`src/nit_network_name_extractor_assert.svh`:
```
// assertion helpers shared by the block's modules
`ifndef NIT_NETWORK_NAME_EXTRACTOR_ASSERT_SVH
`define NIT_NETWORK_NAME_EXTRACTOR_ASSERT_SVH

// same-cycle implication, checked out of reset
`define NIT_ASSERT_HOLDS(label, ante, cons, msg) \
  label: assert property (@(posedge clk) disable iff (!rst_n) (ante) |-> (cons)) \
    else $error(msg);

// next-cycle implication, checked out of reset
`define NIT_ASSERT_NEXT(label, ante, cons, msg) \
  label: assert property (@(posedge clk) disable iff (!rst_n) (ante) |=> (cons)) \
    else $error(msg);

`endif

```
`src/nit_pkg.sv`:
```
package nit_pkg;

  localparam int MAX_SECTION_BYTES_DEF = 1024;
  localparam int MAX_NAME_BYTES_DEF    = 30;

  localparam logic [7:0] NAME_TAG    = 8'h40;
  localparam int         WALK_START  = 10;
  localparam int         MIN_SECTION = 24;
  localparam int         LOOP_LEN_W  = 12;
  localparam int         CMD_DEPTH   = 4;

  // command from parser to readout side
  typedef struct packed {
    logic       wr;
    logic [7:0] data;
    logic       emit;
    logic       found;
  } cmd_t;

endpackage

```
`src/nit_front.sv`:
```
module nit_front #(
  parameter int MAX_SECTION_BYTES = nit_pkg::MAX_SECTION_BYTES_DEF,
  parameter int MAX_NAME_BYTES    = nit_pkg::MAX_NAME_BYTES_DEF
) (
  input  logic          clk,
  input  logic          rst_n,
  input  logic          in_tvalid,
  output logic          in_tready,
  input  logic [7:0]    in_tdata,
  input  logic          in_tlast,
  output logic          cmd_push,
  output nit_pkg::cmd_t cmd,
  input  logic          cmd_full
);

  `include "nit_network_name_extractor_assert.svh"

  localparam int POS_W  = $clog2(MAX_SECTION_BYTES + 1);
  localparam int OFF_RAW = $clog2(MAX_SECTION_BYTES + 257);
  localparam int OFF_W  = (OFF_RAW > nit_pkg::LOOP_LEN_W) ? OFF_RAW : nit_pkg::LOOP_LEN_W;
  localparam int CNT_W  = $clog2(MAX_NAME_BYTES + 1);

  typedef enum logic [2:0] {
    PH_HEADER, PH_WALK, PH_NAME_LEN, PH_SKIP_LEN, PH_NAME, PH_DONE
  } phase_t;

  phase_t                           phase_r, phase_nxt;
  logic [POS_W-1:0]                 pos_r, pos_nxt;
  logic [nit_pkg::LOOP_LEN_W-1:0]   loop_len_r, loop_len_nxt;
  logic [OFF_W-1:0]                 off_r, off_nxt;
  logic [CNT_W-1:0]                 cnt_r, cnt_nxt;
  logic [CNT_W-1:0]                 tgt_r, tgt_nxt;
  logic                             seen_r, seen_nxt;
  logic                             accept;
  logic                             parse;
  logic                             wr;
  logic                             found;

  assign in_tready = !cmd_full;
  assign accept    = in_tvalid && in_tready;
  assign parse     = pos_r < POS_W'(MAX_SECTION_BYTES);

  always_comb begin
    phase_nxt    = phase_r;
    pos_nxt      = pos_r;
    loop_len_nxt = loop_len_r;
    off_nxt      = off_r;
    cnt_nxt      = cnt_r;
    tgt_nxt      = tgt_r;
    seen_nxt     = seen_r;
    wr           = 1'b0;
    found        = 1'b0;
    if (parse) begin
      pos_nxt = pos_r + POS_W'(1);
      case (phase_r)
        PH_HEADER: begin
          if (pos_r == POS_W'(8)) begin
            loop_len_nxt = {in_tdata[3:0], 8'h00};
          end else if (pos_r == POS_W'(9)) begin
            loop_len_nxt = {loop_len_r[11:8], in_tdata};
            phase_nxt    = PH_WALK;
          end
        end
        PH_WALK: begin
          if (OFF_W'(pos_r) == off_r) begin
            if ((off_r - OFF_W'(nit_pkg::WALK_START)) >= OFF_W'(loop_len_r)) begin
              phase_nxt = PH_DONE;
            end else if (in_tdata == nit_pkg::NAME_TAG) begin
              seen_nxt  = 1'b1;
              phase_nxt = PH_NAME_LEN;
            end else begin
              phase_nxt = PH_SKIP_LEN;
            end
          end
        end
        PH_SKIP_LEN: begin
          off_nxt   = off_r + OFF_W'(in_tdata) + OFF_W'(2);
          phase_nxt = PH_WALK;
        end
        PH_NAME_LEN: begin
          if ({1'b0, in_tdata} > 9'(MAX_NAME_BYTES)) begin
            tgt_nxt = CNT_W'(MAX_NAME_BYTES);
          end else begin
            tgt_nxt = CNT_W'(in_tdata);
          end
          cnt_nxt   = '0;
          phase_nxt = (in_tdata == 8'h00) ? PH_DONE : PH_NAME;
        end
        PH_NAME: begin
          wr      = 1'b1;
          cnt_nxt = cnt_r + CNT_W'(1);
          if (cnt_nxt >= tgt_r) begin
            phase_nxt = PH_DONE;
          end
        end
        default: begin
        end
      endcase
    end
    if (in_tlast) begin
      found        = (pos_nxt > POS_W'(nit_pkg::MIN_SECTION)) && seen_nxt && (cnt_nxt != '0);
      phase_nxt    = PH_HEADER;
      pos_nxt      = '0;
      loop_len_nxt = '0;
      off_nxt      = OFF_W'(nit_pkg::WALK_START);
      cnt_nxt      = '0;
      tgt_nxt      = '0;
      seen_nxt     = 1'b0;
    end
  end

  assign cmd_push   = accept && (wr || in_tlast);
  assign cmd.wr     = wr;
  assign cmd.data   = in_tdata;
  assign cmd.emit   = in_tlast;
  assign cmd.found  = found;

  always_ff @(posedge clk) begin
    if (!rst_n) begin
      phase_r    <= PH_HEADER;
      pos_r      <= '0;
      loop_len_r <= '0;
      off_r      <= OFF_W'(nit_pkg::WALK_START);
      cnt_r      <= '0;
      tgt_r      <= '0;
      seen_r     <= 1'b0;
    end else if (accept) begin
      phase_r    <= phase_nxt;
      pos_r      <= pos_nxt;
      loop_len_r <= loop_len_nxt;
      off_r      <= off_nxt;
      cnt_r      <= cnt_nxt;
      tgt_r      <= tgt_nxt;
      seen_r     <= seen_nxt;
    end
  end

  `NIT_ASSERT_HOLDS(a_name_room, phase_r == PH_NAME, cnt_r < tgt_r, "name phase with full count")
  `NIT_ASSERT_HOLDS(a_cap, 1'b1, cnt_r <= CNT_W'(MAX_NAME_BYTES), "name count past capacity")

endmodule

```
`src/nit_cmd_fifo.sv`:
```
module nit_cmd_fifo (
  input  logic          clk,
  input  logic          rst_n,
  input  logic          push,
  input  nit_pkg::cmd_t din,
  output logic          full,
  input  logic          pop,
  output nit_pkg::cmd_t dout,
  output logic          empty
);

  `include "nit_network_name_extractor_assert.svh"

  localparam int PTR_W = $clog2(nit_pkg::CMD_DEPTH);
  localparam int CNT_W = $clog2(nit_pkg::CMD_DEPTH + 1);

  nit_pkg::cmd_t    mem_r [nit_pkg::CMD_DEPTH];
  logic [PTR_W-1:0] wr_ptr_r;
  logic [PTR_W-1:0] rd_ptr_r;
  logic [CNT_W-1:0] cnt_r;

  assign full  = cnt_r == CNT_W'(nit_pkg::CMD_DEPTH);
  assign empty = cnt_r == '0;
  assign dout  = mem_r[rd_ptr_r];

  always_ff @(posedge clk) begin
    if (push) begin
      mem_r[wr_ptr_r] <= din;
    end
  end

  always_ff @(posedge clk) begin
    if (!rst_n) begin
      wr_ptr_r <= '0;
      rd_ptr_r <= '0;
      cnt_r    <= '0;
    end else begin
      if (push) begin
        wr_ptr_r <= wr_ptr_r + PTR_W'(1);
      end
      if (pop) begin
        rd_ptr_r <= rd_ptr_r + PTR_W'(1);
      end
      case ({push, pop})
        2'b10:   cnt_r <= cnt_r + CNT_W'(1);
        2'b01:   cnt_r <= cnt_r - CNT_W'(1);
        default: cnt_r <= cnt_r;
      endcase
    end
  end

  `NIT_ASSERT_HOLDS(a_no_underrun, pop, !empty, "pop from empty command queue")
  `NIT_ASSERT_HOLDS(a_no_overrun, push, !full, "push into full command queue")

endmodule

```
`src/nit_back.sv`:
```
module nit_back #(
  parameter int MAX_NAME_BYTES = nit_pkg::MAX_NAME_BYTES_DEF
) (
  input  logic          clk,
  input  logic          rst_n,
  input  logic          cmd_empty,
  output logic          cmd_pop,
  input  nit_pkg::cmd_t cmd,
  output logic          out_tvalid,
  input  logic          out_tready,
  output logic [7:0]    out_tdata,
  output logic          out_tlast,
  output logic          out_tuser
);

  `include "nit_network_name_extractor_assert.svh"

  localparam int CNT_W = $clog2(MAX_NAME_BYTES + 1);
  localparam int IDX_W = (MAX_NAME_BYTES > 1) ? $clog2(MAX_NAME_BYTES) : 1;

  typedef enum logic {
    ST_IDLE, ST_EMIT
  } state_t;

  state_t           state_r;
  logic [7:0]       name_mem [MAX_NAME_BYTES];
  logic [CNT_W-1:0] wr_ptr_r;
  logic [IDX_W-1:0] rd_idx_r;
  logic             job_found_r;
  logic             out_valid_r;
  logic [7:0]       out_data_r;
  logic             out_last_r;
  logic             out_found_r;
  logic             load;
  logic             at_end;

  assign cmd_pop    = (state_r == ST_IDLE) && !cmd_empty;
  assign load       = !out_valid_r || out_tready;
  assign at_end     = (CNT_W'(rd_idx_r) + CNT_W'(1)) == wr_ptr_r;
  assign out_tvalid = out_valid_r;
  assign out_tdata  = out_data_r;
  assign out_tlast  = out_last_r;
  assign out_tuser  = out_found_r;

  always_ff @(posedge clk) begin
    if (cmd_pop && cmd.wr) begin
      name_mem[wr_ptr_r[IDX_W-1:0]] <= cmd.data;
    end
  end

  always_ff @(posedge clk) begin
    if (!rst_n) begin
      state_r     <= ST_IDLE;
      wr_ptr_r    <= '0;
      out_valid_r <= 1'b0;
    end else begin
      if ((state_r == ST_EMIT) && load) begin
        out_valid_r <= 1'b1;
      end else if (out_tready) begin
        out_valid_r <= 1'b0;
      end
      case (state_r)
        ST_IDLE: begin
          if (cmd_pop) begin
            if (cmd.wr) begin
              wr_ptr_r <= wr_ptr_r + CNT_W'(1);
            end
            if (cmd.emit) begin
              job_found_r <= cmd.found;
              rd_idx_r    <= '0;
              state_r     <= ST_EMIT;
            end
          end
        end
        ST_EMIT: begin
          if (load) begin
            if (!job_found_r) begin
              out_data_r  <= 8'h00;
              out_found_r <= 1'b0;
              out_last_r  <= 1'b1;
              wr_ptr_r    <= '0;
              state_r     <= ST_IDLE;
            end else begin
              out_data_r  <= name_mem[rd_idx_r];
              out_found_r <= 1'b1;
              out_last_r  <= at_end;
              rd_idx_r    <= rd_idx_r + IDX_W'(1);
              if (at_end) begin
                wr_ptr_r <= '0;
                state_r  <= ST_IDLE;
              end
            end
          end
        end
        default: state_r <= ST_IDLE;
      endcase
    end
  end

  `NIT_ASSERT_HOLDS(a_run_nonempty, (state_r == ST_EMIT) && job_found_r, wr_ptr_r != '0,
                    "name run with no stored bytes")
  `NIT_ASSERT_HOLDS(a_empty_is_last, out_valid_r && !out_found_r, out_last_r,
                    "empty result not marked last")
  `NIT_ASSERT_NEXT(a_stall_holds, out_valid_r && !out_tready,
                   out_valid_r && $stable(out_data_r) && $stable(out_last_r),
                   "stalled result changed")

endmodule

```
`src/nit_network_name_extractor.sv`:
```
// Network name extractor: takes one network information table section a beat at a time on
// in_* (tlast on the final byte), walks the descriptor loop and keeps the payload of the
// network name descriptor (tag 0x40), clamped to MAX_NAME_BYTES. After the final byte it
// sends the name on out_* one byte per beat with tuser=1 and tlast on the last byte, or a
// single beat of 0 with tuser=0 when there is no name or the section is 24 bytes or shorter.
// The parser takes one byte per cycle; it hands name bytes and the end-of-section job to the
// readout side through a 4-entry command queue. The first result beat is registered after the
// end-of-section job leaves the queue; a name of N bytes then leaves one beat per cycle while
// out_tready is high. The next section streams in during readout; it stalls only when the
// queue fills, which takes four name bytes or section ends while the readout is busy.
module nit_network_name_extractor #(
  parameter int MAX_SECTION_BYTES = nit_pkg::MAX_SECTION_BYTES_DEF,
  parameter int MAX_NAME_BYTES    = nit_pkg::MAX_NAME_BYTES_DEF
) (
  input  logic       clk,
  input  logic       rst_n,
  input  logic       in_tvalid,
  output logic       in_tready,
  input  logic [7:0] in_tdata,   // data_byte
  input  logic       in_tlast,
  output logic       out_tvalid,
  input  logic       out_tready,
  output logic [7:0] out_tdata,  // name_byte
  output logic       out_tlast,
  output logic       out_tuser   // found
);

  nit_pkg::cmd_t push_cmd;
  nit_pkg::cmd_t pop_cmd;
  logic          cmd_push;
  logic          cmd_full;
  logic          cmd_pop;
  logic          cmd_empty;

  nit_front #(
    .MAX_SECTION_BYTES (MAX_SECTION_BYTES),
    .MAX_NAME_BYTES    (MAX_NAME_BYTES)
  ) u_front (
    .clk       (clk),
    .rst_n     (rst_n),
    .in_tvalid (in_tvalid),
    .in_tready (in_tready),
    .in_tdata  (in_tdata),
    .in_tlast  (in_tlast),
    .cmd_push  (cmd_push),
    .cmd       (push_cmd),
    .cmd_full  (cmd_full)
  );

  nit_cmd_fifo u_fifo (
    .clk   (clk),
    .rst_n (rst_n),
    .push  (cmd_push),
    .din   (push_cmd),
    .full  (cmd_full),
    .pop   (cmd_pop),
    .dout  (pop_cmd),
    .empty (cmd_empty)
  );

  nit_back #(
    .MAX_NAME_BYTES (MAX_NAME_BYTES)
  ) u_back (
    .clk        (clk),
    .rst_n      (rst_n),
    .cmd_empty  (cmd_empty),
    .cmd_pop    (cmd_pop),
    .cmd        (pop_cmd),
    .out_tvalid (out_tvalid),
    .out_tready (out_tready),
    .out_tdata  (out_tdata),
    .out_tlast  (out_tlast),
    .out_tuser  (out_tuser)
  );

endmodule

```
`config.mk`:
```
export PLATFORM = sky130hd
export DESIGN_NAME = nit_network_name_extractor
export DESIGN_NICKNAME = d
export VERILOG_FILES = /design/src/nit_pkg.sv /design/src/nit_front.sv /design/src/nit_cmd_fifo.sv /design/src/nit_back.sv /design/src/nit_network_name_extractor.sv
export VERILOG_INCLUDE_DIRS = /design/src /design/src/src
export SDC_FILE = /design/constraint.sdc
export NUM_CORES = 1
export LEC_CHECK = 0
export BUFFER_PORTS_ARGS = -buffer_cell sky130_fd_sc_hd__clkbuf_2
export CELL_PAD_IN_SITES_DETAIL_PLACEMENT = 1
export CELL_PAD_IN_SITES_GLOBAL_PLACEMENT = 2
export CORE_ASPECT_RATIO = 0.75
export CORE_UTILIZATION = 49
export DETAILED_ROUTE_END_ITERATION = 7
export PLACE_DENSITY_LB_ADDON = 0.1
export SLEW_MARGIN = 20
export SYNTH_ARGS = -nofsm -noshare
export SYNTH_HDL_FRONTEND = slang
export SYNTH_SLANG_ARGS = --single-unit
```
`constraint.sdc`:
```
create_clock -name clk -period 4.1 [get_ports clk]
set_input_delay 0.615 -clock clk [delete_from_list [all_inputs] [get_ports clk]]
set_output_delay 0.615 -clock clk [all_outputs]
set_load 0.1 [all_outputs]
```
======== Word level (Yosys, flattened, before mapping) ========
Memories as Yosys holds them, arrays and structs flattened. A register that Yosys moved wholly into a read port is not among the register bits.
Cells that the tools add are included.
cells by class
  add/subtract/negate cells ............... 11
  magnitude comparators ................... 5
  equal/unequal tests ..................... 22
  mux-type cells .......................... 63
  bitwise logic cells ..................... 1
  reduce and logical (&&, ||, !) cells .... 35
operator list
  kind                     number
  $mux W12                 7
  $mux W5                  15
  $pmux W5 S2              3
  $mux W1                  23
  $eq A11 B4 Y1 const B    2
  $mux W11                 2
  $mux W3                  7
  $reduce_and A4 Y1        4
  $add A5 B1 Y5 const B    3
  $pmux W3 S5              1
  $reduce_bool A2 Y1       7
  $add A12 B2 Y12 const B  1
  $add A12 B8 Y12          1
  $eq A11 B12 Y1           1
  $ge A12 B12 Y1           1
  $sub A12 B4 Y12 const B  1
  $add A11 B1 Y11 const B  1
  $gt A11 B5 Y1 const B    1
  $lt A11 B11 Y1 const B   1
  $ne A3 B2 Y1 const B     3
  $reduce_and A3 Y1        3
  $eq A8 B7 Y1 const B     1
  $gt A8 B5 Y1 const B     1
  $logic_not A8 Y1         1
  other kinds (27)         46
word-level totals
  bits in registers ....................... 71
  memory bits (writable) .................. 284
  input bits .............................. 13
  output and inout port bits .............. 12
  word-level logic and storage cells ...... 157
  memories ................................ 2
memory list
  memory           depth  bits a word  rd ports  clocked after memory_dff  wr ports  line                text
  u_back.name_mem  30     8            1         1                         1         nit_back.sv:26      logic [7:0] name_mem [MAX_NAME_BYTES];
  u_fifo.mem_r     4      11           1         1                         1         nit_cmd_fifo.sv:17  nit_pkg::cmd_t mem_r [nit_pkg::CMD_DEPTH];

======== Logic depth before layout (Yosys ltp) ========
  word-level depth ........................ 9
  depth in mapped cells ................... 13
  mapped depth without buffers ............ 12

======== Cells and area by module ========
A second synthesis with hierarchy kept.
unflattened totals
  cell total of the unflattened synthesis .. 1134
  area total of the unflattened synthesis .. 16358.2 sq um
by module, submodules not included
  module        instances  cells each  area each (sq um)  seq. area each (sq um)
  nit_back      1          543         10500.1            7827.5
  nit_front     1          488         3818.7             980.9
  nit_cmd_fifo  1          103         2039.5             1501.4

======== Worst setup path after synthesis ========
Ideal clock, no wire load.
  path type ............................... register to register
  start ................................... reg u_fifo.cnt_r[0]
  end ..................................... reg u_fifo.cnt_r[2]
  library setup time ...................... 70 ps
  data arrival time ....................... 2950 ps
  data required time ...................... 4030 ps
  path slack .............................. 1079 ps
  stages on the path, launching flop included .. 12
  path buffers ............................ 1
  clock period less this slack ............ 3021 ps
  cell sequence ........................... dfxtp_1 or3b_1 nand2_1 clkbuf_1 a21oi_2 inv_2 ha_1 inv_1 fa_1 xor2_1 or3_1 a21oi_1
on the way
  word-level cells in the longest chain between the ends .. 6
  elaborated cells on any way between the ends .. 13
  classes of those cells .................. 2 x add/sub; 3 x eq/ne; 1 x mux; 7 x reduce/logical
ends and longest elaborated chain
  element                                            line                              text
  start, declared                                    nit_cmd_fifo.sv:20                logic [CNT_W-1:0] cnt_r;
  start signal, assigned                             nit_cmd_fifo.sv:45                2'b10: cnt_r <= cnt_r + CNT_W'(1);
  start signal, assigned                             nit_cmd_fifo.sv:46                2'b01: cnt_r <= cnt_r - CNT_W'(1);
  start signal, assigned                             nit_cmd_fifo.sv:47                default: cnt_r <= cnt_r;
  $eq A3 B3 Y1 (*)                                   nit_cmd_fifo.sv:22                assign full = cnt_r == CNT_W'(nit_pkg::CMD_DEPTH);
  $logic_not A1 Y1 (*)                               nit_front.sv:39                   assign in_tready = !cmd_full;
  net in_tready                                      nit_network_name_extractor.sv:18  output logic in_tready,
  $logic_and A1 B1 Y1 (*)                            nit_front.sv:40                   assign accept = in_tvalid && in_tready;
  $logic_and A1 B1 Y1 (*)                            nit_front.sv:112                  assign cmd_push = accept && (wr || in_tlast);
  $eq A2 B1 Y1 or $eq A2 B2 Y1 (tied branches)       nit_cmd_fifo.sv:44                case ({push, pop})
  $pmux W3 S2 or $reduce_bool A2 Y1 (tied branches)  n/a
Mark *: on every way through the listed nets, which the timed path passes. The rest lies on a longest branch.
A chain may end at the register's enable or synchronous reset.

======== Worst setup path in the final report ========
  start ................................... reg u_front.off_r[4]
  end ..................................... mem u_fifo.mem_r[2][0] (netlist bit) (data pin)
on the way
  word-level cells in the longest chain between the ends .. 9
  elaborated cells on any way between the ends .. 10
  classes of those cells .................. 1 x add/sub; 1 x order compare; 1 x eq/ne; 5 x mux; 2 x reduce/logical
ends and longest elaborated chain
  element                               line                text
  start, declared                       nit_front.sv:30     logic [OFF_W-1:0] off_r, off_nxt;
  start signal, assigned                nit_front.sv:123    off_r <= OFF_W'(nit_pkg::WALK_START);
  start signal, assigned                nit_front.sv:131    off_r <= off_nxt;
  $sub A12 B4 Y12                       nit_front.sv:66     if ((off_r - OFF_W'(nit_pkg::WALK_START)) >= OFF_W'(loop_len_r)) begin
  $ge A12 B12 Y1                        nit_front.sv:66
  $mux W1                               nit_front.sv:66
  $mux W1 (*)                           nit_front.sv:65     if (OFF_W'(pos_r) == off_r) begin
  $mux W1 (*)                           nit_front.sv:55     case (phase_r)
  $mux W1 (*)                           nit_front.sv:53     if (parse) begin
  $logic_and A1 B1 Y1 (*) (2 in a row)  nit_front.sv:101    found = (pos_nxt > POS_W'(nit_pkg::MIN_SECTION)) && seen_nxt && (cnt_nxt != '0);
  $mux W1 (*)                           nit_front.sv:100    if (in_tlast) begin
  net u_front.found                     nit_front.sv:37     logic found;
  end, declared                         nit_cmd_fifo.sv:17
Marked as above.

==> flow_metrics.py <==
metrics = {
    "global_routing": {
        "track_usage": 0.242,
        "gr-total-overflow": 0,
        "grt_antenna_before_repair": 0,
        "maximum_number_of_pins_on_one_net_before_global_route_repair": 52,
        "grt_pass1_wl_um": 61200,
        "first_global_vias": 9944,
    },
    "worst_setup_path": {
        "critical_path.slowest_cell": "dfxtp_1",
        "timing.critical_path.fanout_max": 8,
        "worstSetupEndpointType": "flip-flop",
        "critical_path.reg2reg.startpoint": "u_front.off_r[4]",
        "rr_endpoint": "u_fifo.mem_r[2][0]",
        "worst_path_dominant_cell_family": "simple AND/OR/NAND/NOR gates",
        "max_stage_delay_ps": 410,
        "timing.critical_path.cells": "nor4_1 -> nand2b_1 -> nor4_1 -> xor2_1 -> ha_1 -> and4_1 -> a221oi_2 -> nand4_1 -> nand2_1 -> and4_1",
        "startpoint_type_of_the_worst_setup_path": "flip-flop",
        "path_buf_inv": 0,
        "timing.reg2reg.worst_path_depth": 10,
        "critPathKind": "reg2reg",
        "worst-endpoint-required_ps": 4470,
        "worst-r2r-setup-slack_ps": 960,
        "arrival_ps": 3510,
    },
    "detailed_routing": {
        "remaining_design_rule_violation_count": 0,
        "via_count_of_the_routed_design": 9787,
        "ant_nets": 0,
        "post_drt_wl_per_cell_um": 23.9,
        "totalWireLength_um": 39700,
        "detail_route.iter0.violations": 901,
        "vias_per_cell": 5.89,
        "first_pass_iters": 5,
    },
    "power": {
        "sequential_cell_fraction_of_total_power": 0.461,
        "share_clk_of_total_power": 0.343,
        "intPower_mw": 6.97,
        "p_leak_nw": 6.12,
        "comb_power_share": 0.196,
        "power_density_nw_per_um2": 547,
        "p_switching_mw": 2.83,
        "vdd.ir_drop.worst_mv": 0.358,
        "total_power_mw": 9.81,
        "switching_portion_of_total_power": 0.289,
    },
    "cells_and_area": {
        "finalNetCount": 1255,
        "fraction_of_final_layout_cells_sized_beyond_drive_strength_1": 0.137,
        "post-route-cell-area_um2": 17900,
        "num_antenna_cells": 0,
        "area_delta_synth_final_pct": 11.3,
        "count_of_filler_cells_inserted_in_the_layout": 3189,
    },
    "synthesis": {
        "synth.ff_latch_count": 365,
        "post_synth_instance_area_um2": 16100,
        "netlist_top_cells_area": "edfxtp_1, dfxtp_1, mux4_2, ha_1, mux2i_1",
        "yosysTopAreaCell": "edfxtp_1",
        "synth_ff_type": "edfxtp_1",
        "yosys.cell_count.top_type": "edfxtp_1",
        "area_share_of_the_leading_cell_type_in_the_synthesized_netlist": 0.559,
        "synth_nets": 1228,
        "synthCells": 1165,
        "synth_common_cells": "edfxtp_1, nor2_1, nand2_1, dfxtp_1, a21oi_1",
        "postSynth.asyncResetShare": 0,
        "yosysWarningCount": 0,
        "ys_seq_area_frac": 0.640,
        "average_cell_area_after_synthesis_um2": 13.8,
        "post_synth_num_cell_types": 72,
        "edff_count_synth": 300,
    },
    "sta": {
        "worst_clock_skew_ps": 15.5,
        "rsz_0062_raised_after_global_routing": "no",
        "hold-worst-slack_ps": 440,
        "slew_headroom": 0.375,
        "final_critical_path_setup_slack_ps": 960,
        "setup_total_negative_slack_ps": 0,
        "timing.final.hold_violations": 0,
        "worstMarginPinSlew_ps": 937,
        "timing.final.crit_period_ps": 3140,
        "setup_violations": 0,
        "maxClockFrequency_mhz": 318,
        "timing.final.crit_share": 0.766,
        "slew_viol_final": 0,
    },
    "hold_path": {
        "min_delay_path_depth": 1,
        "worst_hold_startpoint": "in_tdata[0]",
        "hold_path.class": "in2reg",
        "whs_endpoint": "u_fifo.mem_r[0][2]",
    },
    "clock_network": {
        "hold_buffers": 0,
        "ctsLongestPathBuffers": 3,
        "cts_htree_levels": 2,
        "clkLatencyLatePin_ps": 530,
        "tritoncts_num_sinks": 365,
        "worst_setup_hold_path_clk_slew_ps": 70,
        "cts_tree": "built",
        "ctsRootBufferMaster": "clkbuf_16",
        "cts_inserted_buffers": 38,
        "cts.repair.resized": 0,
        "cts_setup_buffers": 0,
    },
    "flow_run": {
        "cap_violations": 0,
    },
    "status": {
        "outcome": "complete, no violations",
    },
    "floorplan": {
        "ios": 25,
        "row_count": 57,
        "floorplan.core_area_um2": 32400,
        "die_w_um": 211,
        "initial_utilization": 0.498,
        "die_area_um2": 33600,
        "floorplan.die.height_um": 159,
    },
    "place": {
        "pre_cts_ws_ps": 915,
        "detailed_place_hpwl_um": 26600,
        "gp_congestion": 0.800,
        "port_buffers": 24,
        "placed_cell_area_um2": 16700,
    },
}
-- layer usage --
layer  GRT usage  share of wire  vias to the layer above
met5           0              0                        -
met4      0.0504          0.013                        0
met3      0.0426          0.057                       40
met2       0.333           0.42                      241
met1       0.399           0.51                     5027
li1            -              -                     4479
-- power by group through the flow --
| stage | clock network (mW) | logic [mW] | registers [mW] |
|---|---|---|---|
| 2_1_floorplan | 0 | 1.22 | 4.65 |
| 3_3_place_gp | 0 | 1.88 | 4.58 |
| 3_5_place_dp | 0 | 1.93 | 4.59 |
| 4_1_cts | 3.43 | 1.94 | 4.52 |
| 5_1_grt | 3.56 | 2.09 | 4.53 |
| 6_report | 3.36 | 1.93 | 4.52 |
-- worst max path at each step --
stage | endpoint | cells past startpoint | start
after global placement | u_front.off_r[11] | 12 | in_tdata[1]
after global routing | u_front.seen_r | 10 | u_front.off_r[4]
after detailed placement | u_front.off_r[11] | 12 | in_tdata[1]
after CTS | u_fifo.mem_r[1][0] | 10 | u_front.off_r[4]
final | u_fifo.mem_r[2][0] | 10 | u_front.off_r[4]
after floorplan | u_fifo.cnt_r[2] | 11 | u_fifo.cnt_r[0]
-- state kept, by name (all words and copies together) (netlist names), named ones only --
name and cells:
u_back.out_tvalid 1, u_front.cnt_r 5, u_front.off_r 12, u_back.rd_idx_r 5
u_front.loop_len_r 12, u_back.wr_ptr_r 5, u_back.job_found_r 1, u_fifo.wr_ptr_r 2
u_back.name_mem 240, u_front.pos_r 11, u_back.state_r 1, u_back.out_tdata 8
u_front.seen_r 1, u_front.phase_r 3, u_front.tgt_r 5, u_back.out_tlast 1
u_back.out_tuser 1, u_fifo.rd_ptr_r 2, u_fifo.cnt_r 3, u_fifo.mem_r 44
-- cell families (layout without fill, tap and decap cells) --
family	after synthesis	count (layout)	share of synthesized area
compound gates	197	197	0.0790
xor+xnor	48	48	0.0269
fa+ha+maj	50	50	0.0398
buf+inv	114	170	0.0288
flops	365	365	0.640
mux	93	93	0.0974
simple gates	298	298	0.0882
-- stage by stage --
| stage | std cells | util |
|---|---|---|
| 2_1_floorplan | 1165 | - |
| 3_3_place_gp | 1594 | 0.516 |
| 3_5_place_dp | 1594 | 0.516 |
| 4_1_cts | 1663 | 0.554 |
| 5_1_grt | 1663 | 0.554 |
| 6_report | 1663 | 0.554 |
-- final cells by class --
cell class | count | area [um^2] | share of cell area
Tap cell | 442 | 553 | 0.0308
Sequential cell | 365 | 10300 | 0.575
Multi-Input combinational cell | 686 | 5350 | 0.298
Inverter | 52 | 195 | 0.0109
Clock buffer | 48 | 1050 | 0.0587
Clock inverter | 21 | 159 | 0.00886
Timing Repair Buffer | 49 | 320 | 0.0179
-- cell usage in the layout, fill, tap and decap left out, drive strengths merged, types with 7 or more instances in the layout --
cell type,n
clkinv,19
xnor2,30
nor2,107
nand2,68
nor3,29
a22oi,12
o21ai,53
buf,25
inv,50
dfxtp,65
and3,11
mux2i,42
nand2b,10
mux4,51
edfxtp,300
o22ai,7
o221ai,16
or3,11
and2,9
xor2,17
nand4,7
nand3,18
a21oi,58
ha,48
clkbuf,72
Power figures use the tool's default switching activity.
